`src/rtl/tkct_pkg.sv`:
```
package tkct_pkg;

   // Table geometry.
   localparam int ENTRIES   = 8;
   localparam int KEY_BITS  = 16;
   localparam int SLOT_BITS = (ENTRIES > 1) ? $clog2(ENTRIES) : 1;

   // Field widths of the channels.
   localparam int KIND_W     = 2;
   localparam int KEY_W      = 16;
   localparam int CODE_W     = 16;
   localparam int SLOT_W     = 3;
   localparam int STORE_CODE_W = 15;

   // Transaction kinds.
   typedef enum logic [KIND_W-1:0] {
      KIND_SET_BASE = 2'd0,
      KIND_SET_OVER = 2'd1,
      KIND_LOOKUP   = 2'd2,
      KIND_CLEAR    = 2'd3
   } kind_type;

   typedef logic [KEY_BITS-1:0]     tkey_type;
   typedef logic [STORE_CODE_W-1:0] tcode_type;
   typedef logic [SLOT_BITS-1:0]    slot_idx_type;

   typedef tkey_type  key_array_type  [ENTRIES];
   typedef tcode_type code_array_type [ENTRIES];

   // Outcome of one slot search over one table.
   typedef struct packed {
      logic         hit;
      slot_idx_type hit_idx;
      logic         empty;
      slot_idx_type empty_idx;
   } search_type;

endpackage

```
`src/rtl/tkct_if.sv`:
```
interface tkct_req_if import tkct_pkg::*; ();
   logic                     valid;
   logic                     ready;
   logic [KIND_W-1:0]        kind;
   logic [KEY_W-1:0]         key;
   logic signed [CODE_W-1:0] code;

   modport source (output valid, output kind, output key, output code, input ready);
   modport sink   (input valid, input kind, input key, input code, output ready);
endinterface

interface tkct_rsp_if import tkct_pkg::*; ();
   logic                     valid;
   logic                     ready;
   logic                     found;
   logic signed [CODE_W-1:0] code_out;
   logic [SLOT_W-1:0]        slot;
   logic                     table_full;

   modport source (output valid, output found, output code_out, output slot,
                   output table_full, input ready);
   modport sink   (input valid, input found, input code_out, input slot,
                   input table_full, output ready);
endinterface

```
`src/rtl/two_level_key_code_table_core.sv`:
```
// Channel   Direction  Role
// req_ch    in         kind, key and code of one transaction
// rsp_ch    out        found, code_out, slot and table_full of its result
//
// One transaction is accepted every cycle while no result stalls. It is held
// in the input register while the key search over both tables, which sets
// the rate, runs combinationally into the result register. The result is
// therefore valid once it has passed the input register and the result
// register. The tables are written at the edge that loads the result
// register, so the next transaction sees them updated. Reset clears both
// tables and all valid flags at once. A stalled result holds both stages;
// input is still taken while the input register is free.
module two_level_key_code_table_core
   import tkct_pkg::*;
(
   input  logic        clock,
   input  logic        reset,
   tkct_req_if.sink    req_ch,
   tkct_rsp_if.source  rsp_ch
);

   // Input register.
   logic          in_valid_ff;
   kind_type      in_kind_ff;
   tkey_type      in_key_ff;
   logic          in_neg_ff;
   tcode_type     in_code_ff;

   // Result register.
   logic                     rsp_valid_ff;
   logic                     rsp_found_ff,    rsp_found_in;
   logic signed [CODE_W-1:0] rsp_code_ff,     rsp_code_in;
   logic [SLOT_W-1:0]        rsp_slot_ff,     rsp_slot_in;
   logic                     rsp_full_ff,     rsp_full_in;

   // Tables.
   key_array_type  base_keys_ff, over_keys_ff;
   code_array_type base_codes_ff, over_codes_ff;

   search_type base_srch, over_srch, set_srch;
   logic       advance;
   logic       set_write;
   logic       set_is_base;
   slot_idx_type set_idx;

   // Highest-index match, lowest-index empty slot.
   function automatic search_type search_table(key_array_type keys, tkey_type key);
      search_type res;
      res = '0;
      for (int i = 0; i < ENTRIES; i++) begin
         if (keys[i] == key) begin
            res.hit     = 1'b1;
            res.hit_idx = SLOT_BITS'(i);
         end
      end
      for (int i = ENTRIES - 1; i >= 0; i--) begin
         if (keys[i] == '0) begin
            res.empty     = 1'b1;
            res.empty_idx = SLOT_BITS'(i);
         end
      end
      return res;
   endfunction

   // Handshake: the input stage moves on when the result register is free or its result is taken.
   assign advance      = in_valid_ff && (!rsp_valid_ff || rsp_ch.ready);
   assign req_ch.ready = !in_valid_ff || advance;

   // Search both tables for the registered key.
   assign base_srch = search_table(base_keys_ff, in_key_ff);
   assign over_srch = search_table(over_keys_ff, in_key_ff);

   assign set_is_base = (in_kind_ff == KIND_SET_BASE);
   assign set_srch    = set_is_base ? base_srch : over_srch;
   assign set_idx     = set_srch.hit ? set_srch.hit_idx : set_srch.empty_idx;

   // Result of the transaction in the input register.
   always_comb begin
      rsp_found_in = 1'b0;
      rsp_code_in  = '0;
      rsp_slot_in  = '0;
      rsp_full_in  = 1'b0;
      set_write    = 1'b0;
      unique case (in_kind_ff)
         KIND_SET_BASE, KIND_SET_OVER: begin
            if (set_srch.hit || set_srch.empty) begin
               rsp_found_in = 1'b1;
               rsp_slot_in  = SLOT_W'(set_idx);
               set_write    = 1'b1;
            end else begin
               rsp_full_in = 1'b1;
            end
         end
         KIND_LOOKUP: begin
            if (over_srch.hit) begin
               rsp_found_in = 1'b1;
               rsp_code_in  = {1'b0, over_codes_ff[over_srch.hit_idx]};
               rsp_slot_in  = SLOT_W'(over_srch.hit_idx);
            end else if (base_srch.hit) begin
               rsp_found_in = 1'b1;
               rsp_code_in  = {1'b0, base_codes_ff[base_srch.hit_idx]};
               rsp_slot_in  = SLOT_W'(base_srch.hit_idx);
            end else begin
               rsp_code_in = '1;
            end
         end
         KIND_CLEAR: begin
         end
         default: begin
         end
      endcase
   end

   // Input register load.
   always_ff @(posedge clock) begin
      if (reset) begin
         in_valid_ff <= 1'b0;
      end else if (req_ch.ready) begin
         in_valid_ff <= req_ch.valid;
      end
      if (req_ch.valid && req_ch.ready) begin
         in_kind_ff <= kind_type'(req_ch.kind);
         in_key_ff  <= KEY_BITS'(req_ch.key);
         in_neg_ff  <= req_ch.code[CODE_W-1];
         in_code_ff <= req_ch.code[STORE_CODE_W-1:0];
      end
   end

   // Result register.
   always_ff @(posedge clock) begin
      if (reset) begin
         rsp_valid_ff <= 1'b0;
      end else if (advance) begin
         rsp_valid_ff <= 1'b1;
      end else if (rsp_ch.ready) begin
         rsp_valid_ff <= 1'b0;
      end
      if (advance) begin
         rsp_found_ff <= rsp_found_in;
         rsp_code_ff  <= rsp_code_in;
         rsp_slot_ff  <= rsp_slot_in;
         rsp_full_ff  <= rsp_full_in;
      end
   end

   // Table updates: set writes or removes one slot, clear zeroes all keys.
   always_ff @(posedge clock) begin
      if (reset) begin
         for (int i = 0; i < ENTRIES; i++) begin
            base_keys_ff[i]  <= '0;
            base_codes_ff[i] <= '0;
            over_keys_ff[i]  <= '0;
            over_codes_ff[i] <= '0;
         end
      end else if (advance) begin
         if (set_write && set_is_base) begin
            base_keys_ff[set_idx]  <= in_neg_ff ? '0 : in_key_ff;
            base_codes_ff[set_idx] <= in_neg_ff ? '0 : in_code_ff;
         end
         if (set_write && !set_is_base) begin
            over_keys_ff[set_idx]  <= in_neg_ff ? '0 : in_key_ff;
            over_codes_ff[set_idx] <= in_neg_ff ? '0 : in_code_ff;
         end
         if (in_kind_ff == KIND_CLEAR) begin
            for (int i = 0; i < ENTRIES; i++) begin
               base_keys_ff[i] <= '0;
               over_keys_ff[i] <= '0;
            end
         end
      end
   end

   assign rsp_ch.valid      = rsp_valid_ff;
   assign rsp_ch.found      = rsp_found_ff;
   assign rsp_ch.code_out   = rsp_code_ff;
   assign rsp_ch.slot       = rsp_slot_ff;
   assign rsp_ch.table_full = rsp_full_ff;

endmodule

```
`src/flat_wrapper.sv`:
```
// flat-port wrapper written by rule: the top's interface ports become plain ports
module two_level_key_code_table_core_flat import tkct_pkg::*;
  (clock, reset, req_ch_valid, req_ch_kind, req_ch_key, req_ch_code, req_ch_ready, rsp_ch_valid, rsp_ch_found, rsp_ch_code_out, rsp_ch_slot, rsp_ch_table_full, rsp_ch_ready);
  tkct_req_if req_ch_i ();
  tkct_rsp_if rsp_ch_i ();
  input  logic clock;
  input  logic reset;
  input wire logic [$bits(req_ch_i.valid)-1:0] req_ch_valid;
  input wire logic [$bits(req_ch_i.kind)-1:0] req_ch_kind;
  input wire logic [$bits(req_ch_i.key)-1:0] req_ch_key;
  input wire logic [$bits(req_ch_i.code)-1:0] req_ch_code;
  output wire logic [$bits(req_ch_i.ready)-1:0] req_ch_ready;
  output wire logic [$bits(rsp_ch_i.valid)-1:0] rsp_ch_valid;
  output wire logic [$bits(rsp_ch_i.found)-1:0] rsp_ch_found;
  output wire logic [$bits(rsp_ch_i.code_out)-1:0] rsp_ch_code_out;
  output wire logic [$bits(rsp_ch_i.slot)-1:0] rsp_ch_slot;
  output wire logic [$bits(rsp_ch_i.table_full)-1:0] rsp_ch_table_full;
  input wire logic [$bits(rsp_ch_i.ready)-1:0] rsp_ch_ready;
  assign req_ch_i.valid = req_ch_valid;
  assign req_ch_i.kind = req_ch_kind;
  assign req_ch_i.key = req_ch_key;
  assign req_ch_i.code = req_ch_code;
  assign req_ch_ready = req_ch_i.ready;
  assign rsp_ch_valid = rsp_ch_i.valid;
  assign rsp_ch_found = rsp_ch_i.found;
  assign rsp_ch_code_out = rsp_ch_i.code_out;
  assign rsp_ch_slot = rsp_ch_i.slot;
  assign rsp_ch_table_full = rsp_ch_i.table_full;
  assign rsp_ch_i.ready = rsp_ch_ready;
  two_level_key_code_table_core u_core (.clock(clock), .reset(reset), .req_ch(req_ch_i), .rsp_ch(rsp_ch_i));
endmodule
```
`config.mk`:
```
export PLATFORM = sky130hd
export DESIGN_NAME = two_level_key_code_table_core_flat
export DESIGN_NICKNAME = d
export VERILOG_FILES = /design/src/rtl/tkct_pkg.sv /design/src/rtl/tkct_if.sv /design/src/rtl/two_level_key_code_table_core.sv /design/src/flat_wrapper.sv
export SDC_FILE = /design/constraint.sdc
export NUM_CORES = 1
export LEC_CHECK = 0
export BUFFER_PORTS_ARGS = -buffer_cell sky130_fd_sc_hd__buf_2
export CAP_MARGIN = 20
export CORE_MARGIN = 2
export CORE_UTILIZATION = 65
export CTS_BUF_LIST = sky130_fd_sc_hd__clkbuf_4
export DETAILED_ROUTE_END_ITERATION = 6
export GPL_TIMING_DRIVEN = 0
export HOLD_SLACK_MARGIN = 0.15
export MAX_ROUTING_LAYER = met4
export PLACE_DENSITY = 0.81
export SYNTH_ARGS = -nofsm -noshare
export SYNTH_HDL_FRONTEND = slang
export SYNTH_SLANG_ARGS = --single-unit
```
`constraint.sdc`:
```
create_clock -name clock -period 5 [get_ports clock]
set_clock_uncertainty 0.1 [all_clocks]
set_input_delay 0.5 -clock clock [delete_from_list [all_inputs] [get_ports clock]]
set_output_delay 0.5 -clock clock [all_outputs]
set_load 0.02 [all_outputs]
```
Word-level counts from Yosys, hierarchy flattened
Memories as Yosys holds them, arrays and structs flattened.
Index checks and enable logic that the tools add are counted.
- bits in registers: 313
- memory bits (writable): 240
- input port bits: 38
- output and inout bits: 23
- word-level logic and storage cells: 163
- memories kept: 2
- magnitude comparators: 2
- eq/ne operators: 19
- mux-type cells: 74
- bitwise gates (word level): 2
- reduce and logical (&&, ||, !) cells: 37
- memories (memory ; words ; width ; read ports ; clocked after Yosys merged registers in ; wr ports ; RTL line ; source):
    u_core.base_codes_ff ; 8 ; 15 ; 1 ; 0 ; 8 ; two_level_key_code_table_core.sv:38 ; code_array_type base_codes_ff, over_codes_ff;
    u_core.over_codes_ff ; 8 ; 15 ; 1 ; 0 ; 8 ; two_level_key_code_table_core.sv:38 ;
- operator list (kind ; count):
    $mux 128 ; 4
    $bwmux 128 ; 2
    $eq 16x16->1 ; 16
    $logic_not 16->1 ; 16
    $mux 4 ; 32
    $mux 15 ; 4
    $demux 16 s3 ; 1
    $mux 16 ; 3
    $reduce_or 15->1 ; 2
    $mux 1 ; 19
    $mux 3 ; 6
    $mux 8 ; 1
    $pmux 3 s2 ; 1
    $reduce_bool 2->1 ; 3
    $logic_and 1x1->1 ; 5
    $eq 2x2->1 const B ; 2
    $ge 4x4->1 const B ; 1
    $lt 4x1->1 const B ; 1
    $not 3->4 ; 1
    $reduce_and 2->1 ; 2
    $reduce_or 2->1 ; 2
    $logic_not 1->1 ; 3
    $logic_or 1x1->1 ; 3
    $eq 2x1->1 const B ; 1
    other kinds (3) ; 3

Depth between registers and ports, before layout
- word-level depth: 20
- depth in mapped cells: 15
- gate-level depth less buffers: 9

Least setup slack after synthesis
OpenSTA, ideal clock, no wires.
- kind: reg-to-reg
- start: register u_core.in_key_ff[10]
- end: memory u_core.base_codes_ff[6][0] (netlist bit) (enable)
- setup time: 0.374 ns
- arrival time: 3.313 ns
- data required time: 4.526 ns
- path slack: 1.213 ns
- stages on the path, launching flop included: 13
- path buffers: 3
- period minus slack after synthesis: 3.787 ns
- cell sequence: edfxtp_1 -> buf_4 -> buf_6 -> xor2_1 -> nor4_1 -> nand4_1 -> nand4b_1 -> nand2b_1 -> buf_2 -> mux2_2 -> a211oi_4 -> nand3_1 -> nand2b_1
- RTL lines (item ; RTL line ; source):
    start: declaration ; two_level_key_code_table_core.sv:25 ; tkey_type in_key_ff;
    start signal: assignment ; two_level_key_code_table_core.sv:123 ; in_key_ff <= KEY_BITS'(req_ch.key);
    end: declaration ; two_level_key_code_table_core.sv:38 ;

==> flow_metrics.tcl <==
set metrics [dict create \
    outcome "complete, but fails checks" \
    violations "DRC" \
    maxCapViolCount 0 \
    nFillCells 2531 \
    crit_type "reg2reg" \
    placed_cell_area_sq_um 26790 \
    dpl.hpwl_um 48880 \
    synth_edf_count 295 \
    htreeDepth 4 \
    min_from "req_ch_key[7]" \
    cts.sinks 553 \
    track_usage_pct 37.47 \
    synth_seq_cells 553 \
    met2_usage_pct 55.36 \
    antenna_found_initial 1 \
    path_delay_family "simple AND/OR/NAND/NOR gates" \
    start_kind "flip-flop" \
    drtPass1Iterations 7 \
    cp_cell_sequence "buf_4 > buf_6 > xor2_1 > nor4_1 > nand4_1 > nand4b_1 > nand2b_1 > buf_2 > mux2_2 > a211oi_4 > nand3_1 > nand2b_4" \
    ys_types 64 \
    drc 1 \
    min_period_ns 4.972 \
    async_reset_ff_share_pct 0 \
    place_congestion 0.9349 \
    top_usage_layer "met2" \
    required_ns 5.40 \
    power_w 0.009731 \
    io_buffer_count 60 \
    crit_path_max_incr_delay_ns 0.63 \
    finalNonFillerCells 3043 \
    setup_viol 0 \
    cp_max_fo 15 \
    dp.cells 2762 \
    cts.path.max_buffers 3 \
    crit_path_top_delay_cell "a211oi_4" \
    crit_buf_inv 3 \
    vias_per_cell 6.432 \
    hold_class "in2reg" \
    cts_tree "done" \
    grt_start_max_net_pins 26 \
    synth_area_sq_um 25790 \
    leakage_nw 11.30 \
    yosys_most_used_dff "edfxtp_1" \
    final_common_cell "edfxtp_1" \
    reg2reg_from "u_core.in_key_ff[13]$_DFFE_PP_" \
    cts-buffers-inserted 142 \
    hold_slack_ns 0.2349 \
    nNetsFinal 2464 \
    yosys_warnings 0 \
    routed_wl_um 74300 \
    grt_use_met1_pct 51.06 \
    multiInputGateArea_sq_um 10910 \
    layout_common_cells "edfxtp_1, dfxtp_1, clkbuf_4, mux2i_1, nor2_1" \
    critPathCaptureType "flip-flop" \
    rows 72 \
    fmax_ghz 0.2011 \
    tightest_slew_ns 1.192 \
    min_period_over_period_pct 99.44 \
    drt_iter0_drc 2339 \
    design_area_sq_um 29140 \
    clk_latency_ns 0.90 \
    drive_above_1_share_pct 18.07 \
    cts_root_buffer "clkbuf_4" \
    hold_violations 0 \
    slew_violations 0 \
    grt_first_pass_wirelength_um 113000 \
    rsz0062_at_grt "yes" \
    io-pin-count 61 \
    synthesis.nets 2219 \
    syn_area_per_cell_sq_um 11.83 \
    clkSlewWorstSetupHoldPaths_ns 0.08 \
    ant_nets 0 \
    die_h_um 203.2 \
    area_growth_pct 12.96 \
    overflow 0 \
    yosysSeqAreaShare_pct 54.37 \
    crit_start "u_core.in_key_ff[13]$_DFFE_PP_" \
    die_area_sq_um 41290 \
    regArea_sq_um 14020 \
    finalSetupTns_ns 0 \
    core_area_sq_um 38920 \
    max_slew_margin_pct 20.52 \
    arrival_ns 5.37 \
    die_width_um 203.2 \
    peakVddDrop_mv 0.2886 \
    start_util_pct 66.28 \
    power.density_nw_per_um2 334.0 \
    grt_pass1_vias 19590 \
    gr-usage-met3_pct 8.325 \
    synthCells 2181 \
    avgRoutedWirePerCell_um 24.42 \
    vias 19570 \
]
synth_stat cells, types with 10 or more instances:
| cell | number | area (sq um) |
|---|---|---|
| mux2i_1 | 209 | 2092 |
| xor2_1 | 144 | 1261 |
| and2_1 | 81 | 506.7 |
| edfxtp_1 | 295 | 8859 |
| a32o_1 | 33 | 330.3 |
| buf_6 | 22 | 247.7 |
| nand2_1 | 172 | 645.6 |
| xnor2_1 | 112 | 980.9 |
| mux4_2 | 28 | 630.6 |
| o211ai_1 | 17 | 127.6 |
| dfxtp_1 | 258 | 5165 |
| nor2_1 | 208 | 780.8 |
| buf_4 | 21 | 157.7 |
| o2bb2ai_2 | 10 | 150.1 |
| o2bb2ai_1 | 54 | 473.0 |
| buf_2 | 38 | 190.2 |
| nand2b_1 | 33 | 206.5 |
| nor2b_1 | 21 | 131.4 |
| and3_1 | 14 | 87.58 |
| nand3_1 | 19 | 95.09 |
| nor4_1 | 106 | 663.1 |
| a22o_1 | 32 | 280.3 |
| nand4_1 | 54 | 337.8 |
| a22oi_1 | 30 | 225.2 |
| clkbuf_1 | 87 | 326.6 |
path summary, 6_finish.rpt:
kind / endpoint / slack, ns / depth (start not counted)
min: u_core.in_key_ff[7]$_DFFE_PP_ / 0.23 / 2
max reg2reg: u_core.base_codes_ff[7][9]$_SDFFCE_PN0P_ / 0.03 / 12
min reg2reg: u_core.over_keys_ff[110]$_SDFFE_PP0P_ / 0.39 / 2
max: u_core.base_codes_ff[7][9]$_SDFFCE_PN0P_ / 0.03 / 12
cells by family after synthesis:
group | after synthesis | synth area share (%)
AOI/OAI and AO/OA | 225 | 8.115
xor gates and xnor gates | 256 | 8.692
buffers and inverters | 175 | 3.827
DFF | 553 | 54.37
and+or+nand+nor | 733 | 14.36
muxes | 239 | 10.64
power by group:
| part | switching [W] | internal (W) | total (W) |
|---|---|---|---|
| logic | 0.000513 | 0.000235 | 0.000748 |
| registers | 0.0000447 | 0.00488 | 0.00492 |
| clock network | 0.00190 | 0.00216 | 0.00406 |
| total | 0.00246 | 0.00727 | 0.00973 |
per-stage QoR:
| stage | utilization (%) | setup WS (ns) |
|---|---|---|
| global placement | 68.72 | -0.1309 |
| detailed placement | 68.85 | -0.3927 |
| floorplan | - | 1.213 |
| finish | 74.87 | 0.02823 |
| CTS | 74.62 | 0.005402 |
| global route | 74.87 | -0.05308 |
registers in the layout (all words and copies together) (netlist names):
| signal | flops |
|---|---|
| u_core.in_code_ff | 15 |
| u_core.rsp_ch.valid | 1 |
| u_core.in_kind_ff | 2 |
| u_core.rsp_ch.table_full | 1 |
| u_core.base_keys_ff | 128 |
| u_core.over_codes_ff | 120 |
| u_core.in_key_ff | 16 |
| u_core.in_neg_ff | 1 |
| u_core.over_keys_ff | 128 |
| u_core.base_codes_ff | 120 |
| u_core.rsp_ch.found | 1 |
| u_core.rsp_ch.slot | 3 |
| u_core.rsp_ch.code_out | 16 |
| u_core.in_valid_ff | 1 |
cell type report:
type                            instances  area share (%)
Antenna cell                            1        0.008588
Clock buffer                          215           5.540
Multi-Input combinational cell       1453           37.45
Tap cell                              518           2.224
Buffer                                174           3.375
Inverter                                1         0.01288
Clock inverter                         27          0.7687
Timing Repair Buffer                  101           2.491
Sequential cell                       553           48.13
what timing repair did:
action	in CTS	in global routing
hold endpoints to repair	36	0
hold buffers	37	0
pin swaps	1	2
resized for setup	13	16
setup buffers	0	1
endpoints found under the setup margin	250	343
routing by layer:
| layer | wire [um] | vias up |
|---|---|---|
| li1 | - | 8526 |
| met1 | 30020 | 9521 |
| met2 | 33410 | 1319 |
| met3 | 8643 | 208 |
| met4 | 2224 | 0 |
| met5 | 0 | - |
No activity file was read; power rests on OpenSTA's default activity.
